[src/rtl/fmtsp_pkg.sv]
`timescale 1ns / 1ps
// Shared types, constants and byte classifiers for the format spec parser.
// No dependencies; imported by format_spec_parser_top.
package fmtsp_pkg;

    // Digit width of the width/precision accumulators before saturation.
    localparam int unsigned NUM_BITS  = 16;
    localparam int unsigned LIMIT_INT = (NUM_BITS >= 16) ? 65535 : ((1 << NUM_BITS) - 1);
    localparam logic [15:0] WIDTH_LIMIT = 16'(LIMIT_INT);

    localparam logic [7:0] USED_MAX = 8'hFF;

    // Parse phases
    typedef enum logic [2:0] {
        PH_IDLE  = 3'd0,
        PH_FLAGS = 3'd1,
        PH_WIDTH = 3'd2,
        PH_PREC  = 3'd3,
        PH_AFTL  = 3'd4,
        PH_AFTH  = 3'd5,
        PH_CONV  = 3'd6
    } t_phase;

    // Length modifier codes
    localparam logic [2:0] LEN_NONE = 3'd0;
    localparam logic [2:0] LEN_H    = 3'd1;
    localparam logic [2:0] LEN_HH   = 3'd2;
    localparam logic [2:0] LEN_L    = 3'd3;
    localparam logic [2:0] LEN_LL   = 3'd4;
    localparam logic [2:0] LEN_J    = 3'd5;
    localparam logic [2:0] LEN_Z    = 3'd6;

    // Characters
    localparam logic [7:0] CH_HASH  = 8'h23;
    localparam logic [7:0] CH_SPACE = 8'h20;
    localparam logic [7:0] CH_PLUS  = 8'h2B;
    localparam logic [7:0] CH_MINUS = 8'h2D;
    localparam logic [7:0] CH_ZERO  = 8'h30;
    localparam logic [7:0] CH_NINE  = 8'h39;
    localparam logic [7:0] CH_DOT   = 8'h2E;
    localparam logic [7:0] CH_L     = 8'h6C;
    localparam logic [7:0] CH_H     = 8'h68;
    localparam logic [7:0] CH_J     = 8'h6A;
    localparam logic [7:0] CH_Z     = 8'h7A;

    // Flag bit positions in the flag mask
    localparam int unsigned FB_HASH  = 0;
    localparam int unsigned FB_SPACE = 1;
    localparam int unsigned FB_PLUS  = 2;
    localparam int unsigned FB_MINUS = 3;
    localparam int unsigned FB_ZERO  = 4;

    // Result item layout on the master tdata bus
    typedef struct packed {
        logic [4:0]  pad;
        logic        end_consumed;
        logic [7:0]  bytes_used;
        logic        conv_found;
        logic [7:0]  conv_char;
        logic [2:0]  length_code;
        logic        prec_given;
        logic [15:0] prec_value;
        logic [15:0] field_width;
        logic [4:0]  flag_bits;
    } t_result;

    function automatic logic [4:0] flag_bit(input logic [7:0] c);
        logic [4:0] m;
        m = '0;
        case (c)
            CH_HASH:  m[FB_HASH]  = 1'b1;
            CH_SPACE: m[FB_SPACE] = 1'b1;
            CH_PLUS:  m[FB_PLUS]  = 1'b1;
            CH_MINUS: m[FB_MINUS] = 1'b1;
            CH_ZERO:  m[FB_ZERO]  = 1'b1;
            default:  m = '0;
        endcase
        return m;
    endfunction

    function automatic logic is_digit(input logic [7:0] c);
        return (c >= CH_ZERO) && (c <= CH_NINE);
    endfunction

    // Conversion set: s S p d D i o O u U x X c C %
    function automatic logic is_conv(input logic [7:0] c);
        logic r;
        case (c)
            8'h73, 8'h53, 8'h70, 8'h64, 8'h44, 8'h69, 8'h6F, 8'h4F,
            8'h75, 8'h55, 8'h78, 8'h58, 8'h63, 8'h43, 8'h25: r = 1'b1;
            default: r = 1'b0;
        endcase
        return r;
    endfunction

    // acc * 10 + digit, held at WIDTH_LIMIT
    function automatic logic [15:0] acc_digit(input logic [15:0] acc, input logic [7:0] c);
        logic [19:0] v;
        logic [3:0]  d;
        d = 4'(c - CH_ZERO);
        v = {1'b0, acc, 3'b000} + {3'b000, acc, 1'b0} + {16'd0, d};
        return (v > {4'd0, WIDTH_LIMIT}) ? WIDTH_LIMIT : v[15:0];
    endfunction

endpackage

[src/rtl/format_spec_parser_top.sv]
`timescale 1ns / 1ps
// Format spec parser: one byte per item after a percent sign, one result per spec.
// A result appears on the master side in the cycle after the byte that ends the spec.
// Throughput: one byte per cycle; a waiting result holds the input until it is taken.
// The per-byte state update is one short decode plus a multiply-by-ten add.
// Reset (i_rst_n low, synchronous): parser idle, accumulators cleared, no result pending.
// Depends on fmtsp_pkg.
module format_spec_parser_top (
    input  logic        i_clk,
    input  logic        i_rst_n,
    // Byte stream
    input  logic        s_axis_tvalid,
    output logic        s_axis_tready,
    input  logic [7:0]  s_axis_tdata,   // [7:0] ch
    input  logic        s_axis_tuser,   // [0] first
    // Result stream
    output logic        m_axis_tvalid,
    input  logic        m_axis_tready,
    output logic [63:0] m_axis_tdata    // [4:0] flag_bits, [20:5] field_width,
                                        // [36:21] prec_value, [37] prec_given,
                                        // [40:38] length_code, [48:41] conv_char,
                                        // [49] conv_found, [57:50] bytes_used,
                                        // [58] end_consumed, [63:59] zero
);
    import fmtsp_pkg::*;

    // Parser state
    t_phase      r_phase,  n_phase;
    logic [4:0]  r_flag,   n_flag;
    logic [15:0] r_width,  n_width;
    logic [15:0] r_prec,   n_prec;
    logic        r_dot,    n_dot;
    logic [2:0]  r_len,    n_len;
    logic [7:0]  r_used,   n_used;

    // Output register
    logic        r_out_valid, n_out_valid;
    t_result     r_out_data,  n_out_data;

    logic        w_in_ready;
    logic        w_accept;
    logic        w_first;
    logic [7:0]  w_ch;
    t_phase      w_eff_phase;

    // Starting values for this byte: a first byte opens a clean spec
    logic [4:0]  w_b_flag;
    logic [15:0] w_b_width;
    logic [15:0] w_b_prec;
    logic        w_b_dot;
    logic [2:0]  w_b_len;
    logic [7:0]  w_b_used;

    // Byte decode
    logic        w_digit;
    logic [4:0]  w_fbit;
    logic        w_st_flags, w_st_width, w_st_len, w_st_conv;
    logic        w_do_flag, w_do_wdig, w_do_dot, w_do_pdig;
    logic        w_do_l, w_do_h, w_do_j, w_do_z, w_do_ll, w_do_hh, w_do_conv;
    logic        w_consumed;
    logic        w_res_valid;
    t_phase      w_after_len, w_after_width, w_step_phase;

    // Handshake: input is free whenever the output slot is empty or draining
    assign w_in_ready    = !r_out_valid || m_axis_tready;
    assign s_axis_tready = w_in_ready;
    assign w_accept      = s_axis_tvalid && w_in_ready;
    assign w_first       = s_axis_tuser;
    assign w_ch          = s_axis_tdata;

    assign m_axis_tvalid = r_out_valid;
    assign m_axis_tdata  = r_out_data;

    assign w_eff_phase = w_first ? PH_FLAGS : r_phase;
    assign w_b_flag    = w_first ? 5'd0     : r_flag;
    assign w_b_width   = w_first ? 16'd0    : r_width;
    assign w_b_prec    = w_first ? 16'd0    : r_prec;
    assign w_b_dot     = w_first ? 1'b0     : r_dot;
    assign w_b_len     = w_first ? LEN_NONE : r_len;
    assign w_b_used    = w_first ? 8'd0     : r_used;

    // Walk the byte through the parse order: flags, width, dot, precision,
    // length, second length letter, conversion. A byte that misses one
    // stage falls into the next within the same cycle.
    always_comb begin
        w_digit    = is_digit(w_ch);
        w_fbit     = flag_bit(w_ch);

        w_st_flags = (w_eff_phase == PH_FLAGS);
        w_do_flag  = w_st_flags && (w_fbit != 5'd0);
        w_st_width = (w_st_flags && (w_fbit == 5'd0)) || (w_eff_phase == PH_WIDTH);
        w_do_wdig  = w_st_width && w_digit;
        w_do_dot   = w_st_width && !w_digit && (w_ch == CH_DOT);
        w_do_pdig  = (w_eff_phase == PH_PREC) && w_digit;
        w_st_len   = (w_st_width && !w_digit && (w_ch != CH_DOT))
                   || ((w_eff_phase == PH_PREC) && !w_digit);
        w_do_l     = w_st_len && (w_ch == CH_L);
        w_do_h     = w_st_len && (w_ch == CH_H);
        w_do_j     = w_st_len && (w_ch == CH_J);
        w_do_z     = w_st_len && (w_ch == CH_Z);
        w_do_ll    = (w_eff_phase == PH_AFTL) && (w_ch == CH_L);
        w_do_hh    = (w_eff_phase == PH_AFTH) && (w_ch == CH_H);
        w_st_conv  = (w_st_len && !(w_do_l || w_do_h || w_do_j || w_do_z))
                   || ((w_eff_phase == PH_AFTL) && !w_do_ll)
                   || ((w_eff_phase == PH_AFTH) && !w_do_hh)
                   || (w_eff_phase == PH_CONV);
        w_do_conv  = w_st_conv && is_conv(w_ch);
        w_consumed = w_do_flag || w_do_wdig || w_do_dot || w_do_pdig || w_do_l
                   || w_do_h || w_do_j || w_do_z || w_do_ll || w_do_hh || w_do_conv;
    end

    // Next phase
    always_comb begin
        w_after_len   = w_do_l ? PH_AFTL
                      : w_do_h ? PH_AFTH
                      : (w_do_j || w_do_z) ? PH_CONV
                      : PH_IDLE;
        w_after_width = w_do_wdig ? PH_WIDTH
                      : w_do_dot ? PH_PREC
                      : w_after_len;
        unique case (w_eff_phase)
            PH_IDLE:  w_step_phase = PH_IDLE;
            PH_FLAGS: w_step_phase = w_do_flag ? PH_FLAGS : w_after_width;
            PH_WIDTH: w_step_phase = w_after_width;
            PH_PREC:  w_step_phase = w_do_pdig ? PH_PREC : w_after_len;
            PH_AFTL:  w_step_phase = w_do_ll ? PH_CONV : PH_IDLE;
            PH_AFTH:  w_step_phase = w_do_hh ? PH_CONV : PH_IDLE;
            PH_CONV:  w_step_phase = PH_IDLE;
            default:  w_step_phase = PH_IDLE;
        endcase
        n_phase = w_accept ? w_step_phase : r_phase;
    end

    // Accumulators, result and output slot
    always_comb begin
        n_flag  = r_flag;
        n_width = r_width;
        n_prec  = r_prec;
        n_dot   = r_dot;
        n_len   = r_len;
        n_used  = r_used;
        if (w_accept && (w_eff_phase != PH_IDLE)) begin
            n_flag  = w_b_flag | (w_do_flag ? w_fbit : 5'd0);
            n_width = w_do_wdig ? acc_digit(w_b_width, w_ch) : w_b_width;
            n_prec  = w_do_pdig ? acc_digit(w_b_prec, w_ch) : w_b_prec;
            n_dot   = w_b_dot || w_do_dot;
            n_len   = w_do_l  ? LEN_L
                    : w_do_h  ? LEN_H
                    : w_do_j  ? LEN_J
                    : w_do_z  ? LEN_Z
                    : w_do_ll ? LEN_LL
                    : w_do_hh ? LEN_HH
                    : w_b_len;
            n_used  = (w_consumed && (w_b_used != USED_MAX)) ? (w_b_used + 8'd1) : w_b_used;
        end

        w_res_valid = w_accept && w_st_conv;

        n_out_data              = r_out_data;
        if (w_res_valid) begin
            n_out_data.pad          = '0;
            n_out_data.flag_bits    = n_flag;
            n_out_data.field_width  = n_width;
            n_out_data.prec_value   = n_prec;
            n_out_data.prec_given   = n_dot;
            n_out_data.length_code  = n_len;
            n_out_data.conv_char    = w_do_conv ? w_ch : 8'd0;
            n_out_data.conv_found   = w_do_conv;
            n_out_data.bytes_used   = n_used;
            n_out_data.end_consumed = w_do_conv;
        end
        // Refill or empty the slot whenever the input side may move
        n_out_valid = w_in_ready ? w_res_valid : r_out_valid;
    end

    always_ff @(posedge i_clk) begin
        if (!i_rst_n) begin
            r_phase     <= PH_IDLE;
            r_flag      <= '0;
            r_width     <= '0;
            r_prec      <= '0;
            r_dot       <= 1'b0;
            r_len       <= LEN_NONE;
            r_used      <= '0;
            r_out_valid <= 1'b0;
        end else begin
            r_phase     <= n_phase;
            r_flag      <= n_flag;
            r_width     <= n_width;
            r_prec      <= n_prec;
            r_dot       <= n_dot;
            r_len       <= n_len;
            r_used      <= n_used;
            r_out_valid <= n_out_valid;
        end
    end

    // Payload: no reset needed
    always_ff @(posedge i_clk) begin
        r_out_data <= n_out_data;
    end

    // A byte that ends a spec returns the parser to idle
    a_end_to_idle: assert property (@(posedge i_clk) disable iff (!i_rst_n)
        w_res_valid |=> (r_phase == PH_IDLE))
        else $error("parser not idle after spec end");

    // A stray byte while idle starts nothing
    a_idle_stray: assert property (@(posedge i_clk) disable iff (!i_rst_n)
        (w_accept && !w_first && (r_phase == PH_IDLE)) |-> !w_res_valid ##1 (r_phase == PH_IDLE))
        else $error("stray byte left idle");

    // A found conversion always counts at least its own byte
    a_conv_counted: assert property (@(posedge i_clk) disable iff (!i_rst_n)
        (r_out_valid && r_out_data.conv_found) |->
            (r_out_data.end_consumed && (r_out_data.bytes_used != 8'd0)))
        else $error("conversion result without consumed byte");

    // Digit accumulators never pass the limit
    a_sat_limit: assert property (@(posedge i_clk) disable iff (!i_rst_n)
        w_accept |=> ((r_width <= WIDTH_LIMIT) && (r_prec <= WIDTH_LIMIT)))
        else $error("width or precision over limit");

endmodule

[config.mk]
export PLATFORM = sky130hd
export DESIGN_NAME = format_spec_parser_top
export DESIGN_NICKNAME = d
export VERILOG_FILES = /design/src/rtl/fmtsp_pkg.sv /design/src/rtl/format_spec_parser_top.sv
export SDC_FILE = /design/constraint.sdc
export NUM_CORES = 1
export LEC_CHECK = 0
export CAP_MARGIN = 15
export CORE_ASPECT_RATIO = 0.5
export CORE_MARGIN = 2
export CORE_UTILIZATION = 40
export DETAILED_ROUTE_END_ITERATION = 10
export DONT_BUFFER_PORTS = 1
export MAX_ROUTING_LAYER = met4
export PLACE_DENSITY_LB_ADDON = 0.05
export SLEW_MARGIN = 10
export SYNTH_ARGS = -nofsm -noshare
export SYNTH_HDL_FRONTEND = slang
export SYNTH_SLANG_ARGS = --single-unit
[constraint.sdc]
create_clock -name i_clk -period 3.9 [get_ports i_clk]
set_input_delay 0.39 -clock i_clk [delete_from_list [all_inputs] [get_ports i_clk]]
set_output_delay 0.39 -clock i_clk [all_outputs]
set_load 0.05 [all_outputs]
==> Yosys cells after proc, flatten, opt, wreduce, memory -nomap -nowiden <==
Cells that the tools add are included.
{ "word_totals": {"latch_bits": 0, "rom_bits": 0, "ramBits": 0, "mem_count": 0, "reg_bits": 111} }
{ "op_classes": {"n_mux": 41, "n_bitwise": 1, "n_shift": 0, "addsub": 6, "n_eq_ne": 33, "div_mod_pow": 0, "mul": 0, "n_reduce_logical": 53, "magnitude_cmp": 4} }
{ "ops": {"columns": ["cell", "n"], "rows": [
  ["8-bit by 7-bit == test with 1-bit output (second input constant)", 18],
  ["16-bit 2-to-1 mux", 8],
  ["8-bit by 6-bit == test with 1-bit output (second input constant)", 7],
  ["3-bit 2-to-1 mux", 18],
  ["19-bit by 17-bit adder with 20-bit output", 2],
  ["20-bit by 4-bit adder with 20-bit output", 2],
  ["20-bit by 16-bit > comparator with 1-bit output (second input constant)", 2],
  ["8-bit 2-to-1 mux", 3],
  ["1-bit logical AND", 23],
  ["1-bit logical OR", 21],
  ["5-bit 2-to-1 mux", 3],
  ["3-bit one-hot mux with 5 select lines", 1],
  ["15-bit OR reduction", 1],
  ["3-bit == test (second input constant)", 3],
  ["8-bit by 1-bit adder with 8-bit output (second input constant)", 1],
  ["8-bit by 6-bit >= comparator with 1-bit output (second input constant)", 1],
  ["8-bit by 6-bit less-or-equal comparator with 1-bit output (second input constant)", 1],
  ["1-bit 2-to-1 mux", 8],
  ["8-bit by 6-bit != test with 1-bit output (second input constant)", 1],
  ["8-bit != test (second input constant)", 1],
  ["3-bit by 2-bit == test with 1-bit output (second input constant)", 2],
  ["1-bit zero test", 5],
  ["5-bit zero test", 1],
  ["5-bit bitwise OR", 1],
  ["4 further kinds", 4]
]} }

==> Longest topological paths before layout <==
Gate-level depths: netlist of the first run.
{ "depth": {"word_depth": 22, "depth_mapped": 16, "ltp_nobuf": 12} }

==> Worst setup path after synthesis of the first run <==
No wires, ideal clock.
{ "synth_path": {"kind": "in2reg", "start": "input s_axis_tuser", "end": "register r_out_data (netlist bit m_axis_tdata[18]), data pin", "t_arrival_ns": 3.783, "stages": 15, "t_required_ns": 3.646, "slack_ns": -0.137, "cell_sequence": "buf_2 buf_2 buf_1 clkbuf_1 nor2b_1 ha_1 ha_1 fa_1 a211oi_1 o21ai_1 a31oi_2 o32ai_2 mux2i_2 nand2_1 o21a_1"} }
{ "synth_between": {"elab_chain_len": 7, "elab_cells_between_ends": 15} }
{ "synth_rtl": {"columns": ["item", "line_no", "rtl"], "rows": [
  ["start: declaration", "format_spec_parser_top.sv:15", "input logic s_axis_tuser,"],
  ["16-bit 2-to-1 mux / 3-bit 2-to-1 mux (equally long branches)", "format_spec_parser_top.sv:76, format_spec_parser_top.sv:74", null],
  ["19-bit by 17-bit adder with 20-bit output / 3-bit by 1-bit == test with 1-bit output (equally long branches)", "fmtsp_pkg.sv:101, format_spec_parser_top.sv:89", null],
  ["20-bit by 4-bit adder with 20-bit output / 1-bit logical AND (equally long branches)", "fmtsp_pkg.sv:101, format_spec_parser_top.sv:91", null],
  ["20-bit by 16-bit > comparator with 1-bit output / 1-bit logical OR (equally long branches)", "fmtsp_pkg.sv:102, format_spec_parser_top.sv:91", null],
  ["16-bit 2-to-1 mux / 1-bit logical AND (equally long branches)", "fmtsp_pkg.sv:102, format_spec_parser_top.sv:92", null],
  ["16-bit 2-to-1 mux", "format_spec_parser_top.sv:144", "n_width = w_do_wdig ? acc_digit(w_b_width, w_ch) : w_b_width;"],
  ["16-bit 2-to-1 mux (*)", "format_spec_parser_top.sv:142", "if (w_accept && (w_eff_phase != PH_IDLE)) begin"],
  ["net n_width[13]", "format_spec_parser_top.sv:30", "logic [15:0] r_width, n_width;"],
  ["end signal: assignment", "format_spec_parser_top.sv:200", "r_out_data <= n_out_data;"],
  ["end: declaration", "format_spec_parser_top.sv:38", "t_result r_out_data, n_out_data;"]
]} }
The timed path passes the listed nets; every way through them passes the cells marked *.
A chain may end at the register's enable or synchronous reset.

==> Worst setup path after layout of the first run <==
{ "layout_path": {"start": "register r_prec[0]", "end": "register r_out_data (netlist bit m_axis_tdata[21]), data pin"} }
{ "layout_between": {"elab_chain_len": 7} }
{ "layout_rtl": {"columns": ["item", "line_no", "rtl"], "rows": [
  ["start: declaration", "format_spec_parser_top.sv:31", "logic [15:0] r_prec, n_prec;"],
  ["start signal: assignment", "format_spec_parser_top.sv:190", "r_prec <= n_prec;"],
  ["16-bit 2-to-1 mux", "format_spec_parser_top.sv:77", "assign w_b_prec = w_first ? 16'd0 : r_prec;"],
  ["19-bit by 17-bit adder with 20-bit output", "fmtsp_pkg.sv:101", "v = {1'b0, acc, 3'b000} + {3'b000, acc, 1'b0} + {16'd0, d};"],
  ["20-bit by 4-bit adder with 20-bit output", "fmtsp_pkg.sv:101", null],
  ["20-bit by 16-bit > comparator with 1-bit output", "fmtsp_pkg.sv:102", "return (v > {4'd0, WIDTH_LIMIT}) ? WIDTH_LIMIT : v[15:0];"],
  ["16-bit 2-to-1 mux", "fmtsp_pkg.sv:102", null],
  ["16-bit 2-to-1 mux", "format_spec_parser_top.sv:145", "n_prec = w_do_pdig ? acc_digit(w_b_prec, w_ch) : w_b_prec;"],
  ["16-bit 2-to-1 mux (*)", "format_spec_parser_top.sv:142", null],
  ["net n_prec[0]", "format_spec_parser_top.sv:31", null]
]} }
Marked as above.

==> run metrics, run 1 <==
CP arrival roughly 3700 ps; Seq/Total Area, Yosys between 30% and 40%; DIE WIDTH 195 um; H-Tree Depth 3; crit path kind reg2reg; core footprint 17700 sq um; Root Driver clkbuf_16; I/O pins 79; Layout Nets slightly above 800; post_cts resized 0; Routed WL per cell ~18 um; Leak Pwr approximately 3.1 nW; Period minus WS final 3560 ps; Initial Util between 40% and 50%; # setup viols final 0; Remaining DRCs 0; fmax approximately 0.28 GHz; share of layout cells above drive strength 1 between 8 and 9%; synth top area cells edfxtp_1 24%, dfxtp_1 14%, ha_1 11%; Worst-Margin Slew a little under 900 ps; cts bufs inserted 9; synthesized area approximately 7300 sq um; most common cell in the netlist a21oi_1; post-route setup TNS 0 ps; clock skew between 10 and 15 ps; Clock transition at path regs 80 ps; Detailed Route WL ~18000 um; Netlist cell types about 90; RSZ-0062 raised after global routing false; asr flop ratio synth 0%; Vias/cell roughly 5.7; Post-synth EDFFs 58; I/O Buffers 0; Post-CTS Setup Bufs 0; CTS Buffer Depth 2; Setup crit end kind flip-flop; Slew Limit Fails 0; yosys warns 0; Relative slew margins 40.9%; most frequent cells after synthesis 74 x a21oi_1, 63 x ha_1, 58 x edfxtp_1, 53 x dfxtp_1, 44 x nor2b_1; CP Launch Type flip-flop; Die H roughly 100 um; cell area power density between 300 and 400 nW/um^2; initial antenna violation count 0; met2 WL post-DR roughly 8000 um; Metal-1 WL 9240 um; number of global-route vias before repair roughly 5.5k; hold-fix buffers at CTS 0; Worst-Skew Late Latency 350 ps; status completed; Max-cap violations 0; RePlAce Congestion 0.829; top cell type's share of synthesized area a little under a quarter; Main synth FF type edfxtp_1; uppermost routed layer met4; via count between 5k and 6k; pin count of the biggest net entering global routing 59; Gate Count Post-Synth roughly 750; Max FO, Critical Path 16; # clock sinks about 110; Final Hold Viols 0; Syn Area/Cell around 10 sq um; first drt pass iteration count 4; P&R area growth vs syn 6.27%; drt initial violations 278; CP required about 4000 ps; GRT Residual Overflow 0; Global Route Usage Sum between 10% and 20%; row count 34; first-pass GRT wire length 29600 um; area leader, netlist edfxtp_1; Final ANT Viol Nets 0; Hold Crit Class in2reg; Met3 Routed Length 554 um; CTS tree done; Antenna diodes 0; total power ~0.0024 W; final worst-path cycle share between 90 and 100%; worst ir drop on vdd around 0.00021 V; post-DP HPWL 12200 um; full die area between 15000 and 20000 sq um; synthesized flop and latch total between 100 and 150
flip-flops by register name (all words and copies together), names as in the netlist, 3 cells and up:
signal / cells
m_axis_tdata: 58
r_flag: 5
r_len: 3
r_phase: 3
r_prec: 16
r_used: 8
r_width: 16
layout by cell type, fill, tap and decap left out, drive strengths merged, types with 4 or more instances in the layout:
| cell | n |
|---|---|
| o31ai | 5 |
| a21oi | 75 |
| a22o | 4 |
| and3 | 13 |
| nand2b | 4 |
| nand3 | 19 |
| or2 | 6 |
| inv | 18 |
| buf | 11 |
| a31oi | 23 |
| xor2 | 12 |
| nor3b | 6 |
| o211a | 7 |
| nor3 | 32 |
| and2 | 27 |
| nand2 | 37 |
| o21a | 9 |
| nand4 | 8 |
| nor2b | 44 |
| o21ai | 25 |
| clkbuf | 10 |
| edfxtp | 58 |
| o211ai | 6 |
| xnor2 | 15 |
| dfxtp | 53 |
| nor4 | 4 |
| a21o | 15 |
| ha | 63 |
| o21bai | 5 |
| nor2 | 43 |
| conb | 6 |
| a211oi | 16 |
critical path: stages, from the launching register on:
cell and delay, ps:
dfxtp_1 330, nor2b_1 310, xor2_1 190, ha_1 280
fa_1 500, a211oi_1 350, o21ai_0 210, nand4_1 170
a21oi_1 90, mux2_2 380, nor2_2 120, buf_4 230
a21oi_1 130
area by class of cell:
class	count	area, sq um
Clock inverter	6	53.8
Fill cell	1692	9880
Sequential cell	111	2800
Timing Repair Buffer	11	108
Tap cell	234	293
Clock buffer	10	229
Multi-Input combinational cell	582	4230
Inverter	16	60.1
stage by stage:
| step | std cells | area, sq um | util [%] | hold slack [ps] | setup slack [ps] |
|---|---|---|---|---|---|
| 2_1_floorplan | 751 | 7340 | - | 484 | 75.4 |
| 3_3_place_gp | 954 | 7490 | 42.5 | 507 | 297 |
| 3_5_place_dp | 954 | 7490 | 42.5 | 518 | 302 |
| 4_1_cts | 970 | 7780 | 44.1 | 138 | 343 |
| 5_1_grt | 970 | 7780 | 44.1 | 134 | 13.6 |
| 6_report | 970 | 7780 | 44.1 | 160 | 342 |
cell families after synthesis:
family	Yosys count	share of synthesized area [%]
AOI/OAI and AO/OA	224	23.2
xor gates and xnor gates	27	3.23
and+or+nand+nor	258	19.4
buffers and inverters	58	4.14
adders and majority gates	65	11.3
other	1	0.0512
DFF	111	38.3
muxes	2	0.342
worst paths after layout:
check	start	end	slack, ps	cells past startpoint
worst max-delay path	r_prec[0]	m_axis_tdata[21]	340	12
worst min-delay path	i_rst_n	r_width[12]	160	1
worst max register to register	r_prec[0]	m_axis_tdata[21]	340	12
worst min register to register	r_used[5]	r_used[5]	540	2
metal layers:
| layer | global-route usage, % | vias to the layer above |
|---|---|---|
| li1 | - | 2764 |
| met1 | 26.8 | 2689 |
| met2 | 31.1 | 85 |
| met3 | 3.56 | 4 |
| met4 | 3.88 | 0 |
| met5 | - | - |
power breakdown:
part / internal (W) / leakage, nW / switching (W) / total (W)
combinational: 0.0000337 / 2.00 / 0.0000935 / 0.000127
clock: 0.000447 / 0.136 / 0.000461 / 0.000908
sequential: 0.00125 / 0.979 / 0.0000999 / 0.00135
total: 0.00173 / 3.11 / 0.000654 / 0.00239
Note: power is estimated with default switching activity, not from simulation.
==> inputs of run 2 (changes only) <==
Settings changed: CTS_BUF_LIST set to sky130_fd_sc_hd__clkbuf_4 sky130_fd_sc_hd__clkbuf_8.
==> run metrics, run 2 (synthesis gave the netlist of run 1 again) <==
status completed; Initial Util between 40% and 50%; sw frac 29.2%; Worst-Skew Late Latency 400 ps; hold-fix buffers at CTS 0; critical path's largest stage delay around 500 ps; I/O pins between 70 and 80; Layout Nets slightly above 800; Detailed Route WL 17900 um; cell area power density roughly 280 nW/um^2; Final ANT Viol Nets 0; setup slack after layout around 330 ps; RSZ-0062 raised after global routing false; R2R cell count 11; placed cell area 7490 sq um; DIE WIDTH about 200 um; Critical R2R Launch r_prec[0]; Max-cap violations 0; Relative slew margins roughly two fifths; Period minus WS final ~3600 ps; Clock transition at path regs between 100 and 150 ps; post-route setup TNS 0 ps; Hold Crit Class in2reg; CTS Buffer Depth 2; drt initial violations 257; Routed WL per cell between 15 and 20 um; R2R Path End m_axis_tdata[33]; CP top delay family compound AO/OA/AOI/OAI gates; # setup viols final 0; CP required 4040 ps; I/O Buffers 0; CP max-delay cell fa_1; most frequent cells in the layout 74 x a21oi_1, 63 x ha_1, 58 x edfxtp_1, 53 x dfxtp_1, 44 x nor2b_1; full die area roughly 19000 sq um; CP Launch Type flip-flop; worst reg-to-reg setup slack ~330 ps; core footprint around 18000 sq um; Antenna diodes 0; Root Driver clkbuf_8; Final Hold Viols 0; cts bufs inserted 9; worst setup path startpoint r_prec[0]; CTS tree done; clock power share 31.9%; Vias/cell between 5 and 6; final worst-path cycle share 91.6%; Global Route Usage Sum between 10% and 20%; Hold Path End r_width[11]; RePlAce Congestion between 0.8 and 0.9; NetSw 0.000634 W; post_cts resized 0; max reg flops 58; post-DP HPWL between 10000 and 15000 um; Cell Count, Final, Fillers Out slightly below 1k; GRT Residual Overflow 0; pre-CTS setup slack slightly above 300 ps; share of layout cells above drive strength 1 a little under a tenth; Worst-Margin Slew around 890 ps; Setup crit end kind flip-flop; Gate power share under 10%; Leak Pwr roughly 3.1 nW; fmax roughly 0.28 GHz; via count 5555; sequential share of power around 62%; first drt pass iteration count 4; Die H between 90 and 100 um; number of global-route vias before repair between 5k and 6k; CP Cell Sequence nor2b_1, xor2_1, ha_1, fa_1, a211oi_1, o21ai_0, nand4_1, a21oi_1, mux2_2, a211oi_1, nor2_1; cell-internal power 0.00154 W; final core utilization 43.5%; worst ir drop on vdd ~0.00014 V; pin count of the biggest net entering global routing slightly below 60; Buffers & Inverters on Critical Path 0; Post-CTS Setup Bufs 0; crit path kind reg2reg; P&R area growth vs syn 4.94%; most used cell, CP a211oi_1; initial antenna violation count 0; # clock sinks 111; Hold Path Depth 1; row count 34; Slew Limit Fails 0; first-pass GRT wire length approximately 30000 um; Remaining DRCs 0; commonest non-fill, non-tap cell in the layout a21oi_1; H-Tree Depth 3; placed instance count 954; Max FO, Critical Path 9; final instance area 7680 sq um; clock skew roughly 12 ps; Hold Path Origin i_rst_n; CP arrival between 3000 and 4000 ps
==> run 2: cell counts in the layout (fill, tap and decap cells not counted) <==
Identical to the previous run, type by type.
==> run 2: cell type report <==
type	instances	area (sq um)
clock buffers	10	131
multi-input cells	582	4230
fillers	1704	9970
well taps	234	293
repair buffers	11	108
clock inverters	6	53.8
inverters	16	60.1
flip-flops and latches	111	2800
==> run 2: worst max path at each step <==
stage	end	depth (start not counted)
2_1_floorplan	m_axis_tdata[18]	15
3_3_place_gp	m_axis_tdata[30]	11
3_5_place_dp	m_axis_tdata[21]	12
4_1_cts	m_axis_tdata[30]	11
5_1_grt	m_axis_tdata[33]	11
6_report	m_axis_tdata[33]	11
==> run 2: power groups by stage <==
stage / combinational, W / sequential [W] / clock [W]
2_1_floorplan: 0.000123 / 0.00138 / 0
5_1_grt: 0.000140 / 0.00136 / 0.000780
3_3_place_gp: 0.000126 / 0.00138 / 0
6_report: 0.000127 / 0.00135 / 0.000693
3_5_place_dp: 0.000127 / 0.00138 / 0
4_1_cts: 0.000128 / 0.00136 / 0.000735
==> run 2: routing by layer <==
layer / vias up / global-route usage [%] / routed length [um]
li1: 2765 / - / -
met2: 90 / 30.8 / 8010
met3: 14 / 3.56 / 591
met1: 2686 / 26.9 / 9120
met4: 0 / 4.23 / 176
met5: - / - / 0
==> run 2: worst register-to-register path, cell delays in order, from the launching register on <==
cell,delay [ps]
dfxtp_1,340
nor2b_1,310
xor2_1,190
ha_1,280
fa_1,500
a211oi_1,350
o21ai_0,210
nand4_1,180
a21oi_1,90
mux2_2,390
a211oi_1,400
nor2_1,80
==> run 2: metrics by stage <==
stage          total power (W)  hold slack (ps)
2_1_floorplan          0.00150              484
3_3_place_gp           0.00151              507
3_5_place_dp           0.00151              518
4_1_cts                0.00222             81.3
5_1_grt                0.00228             79.1
6_report               0.00217              114
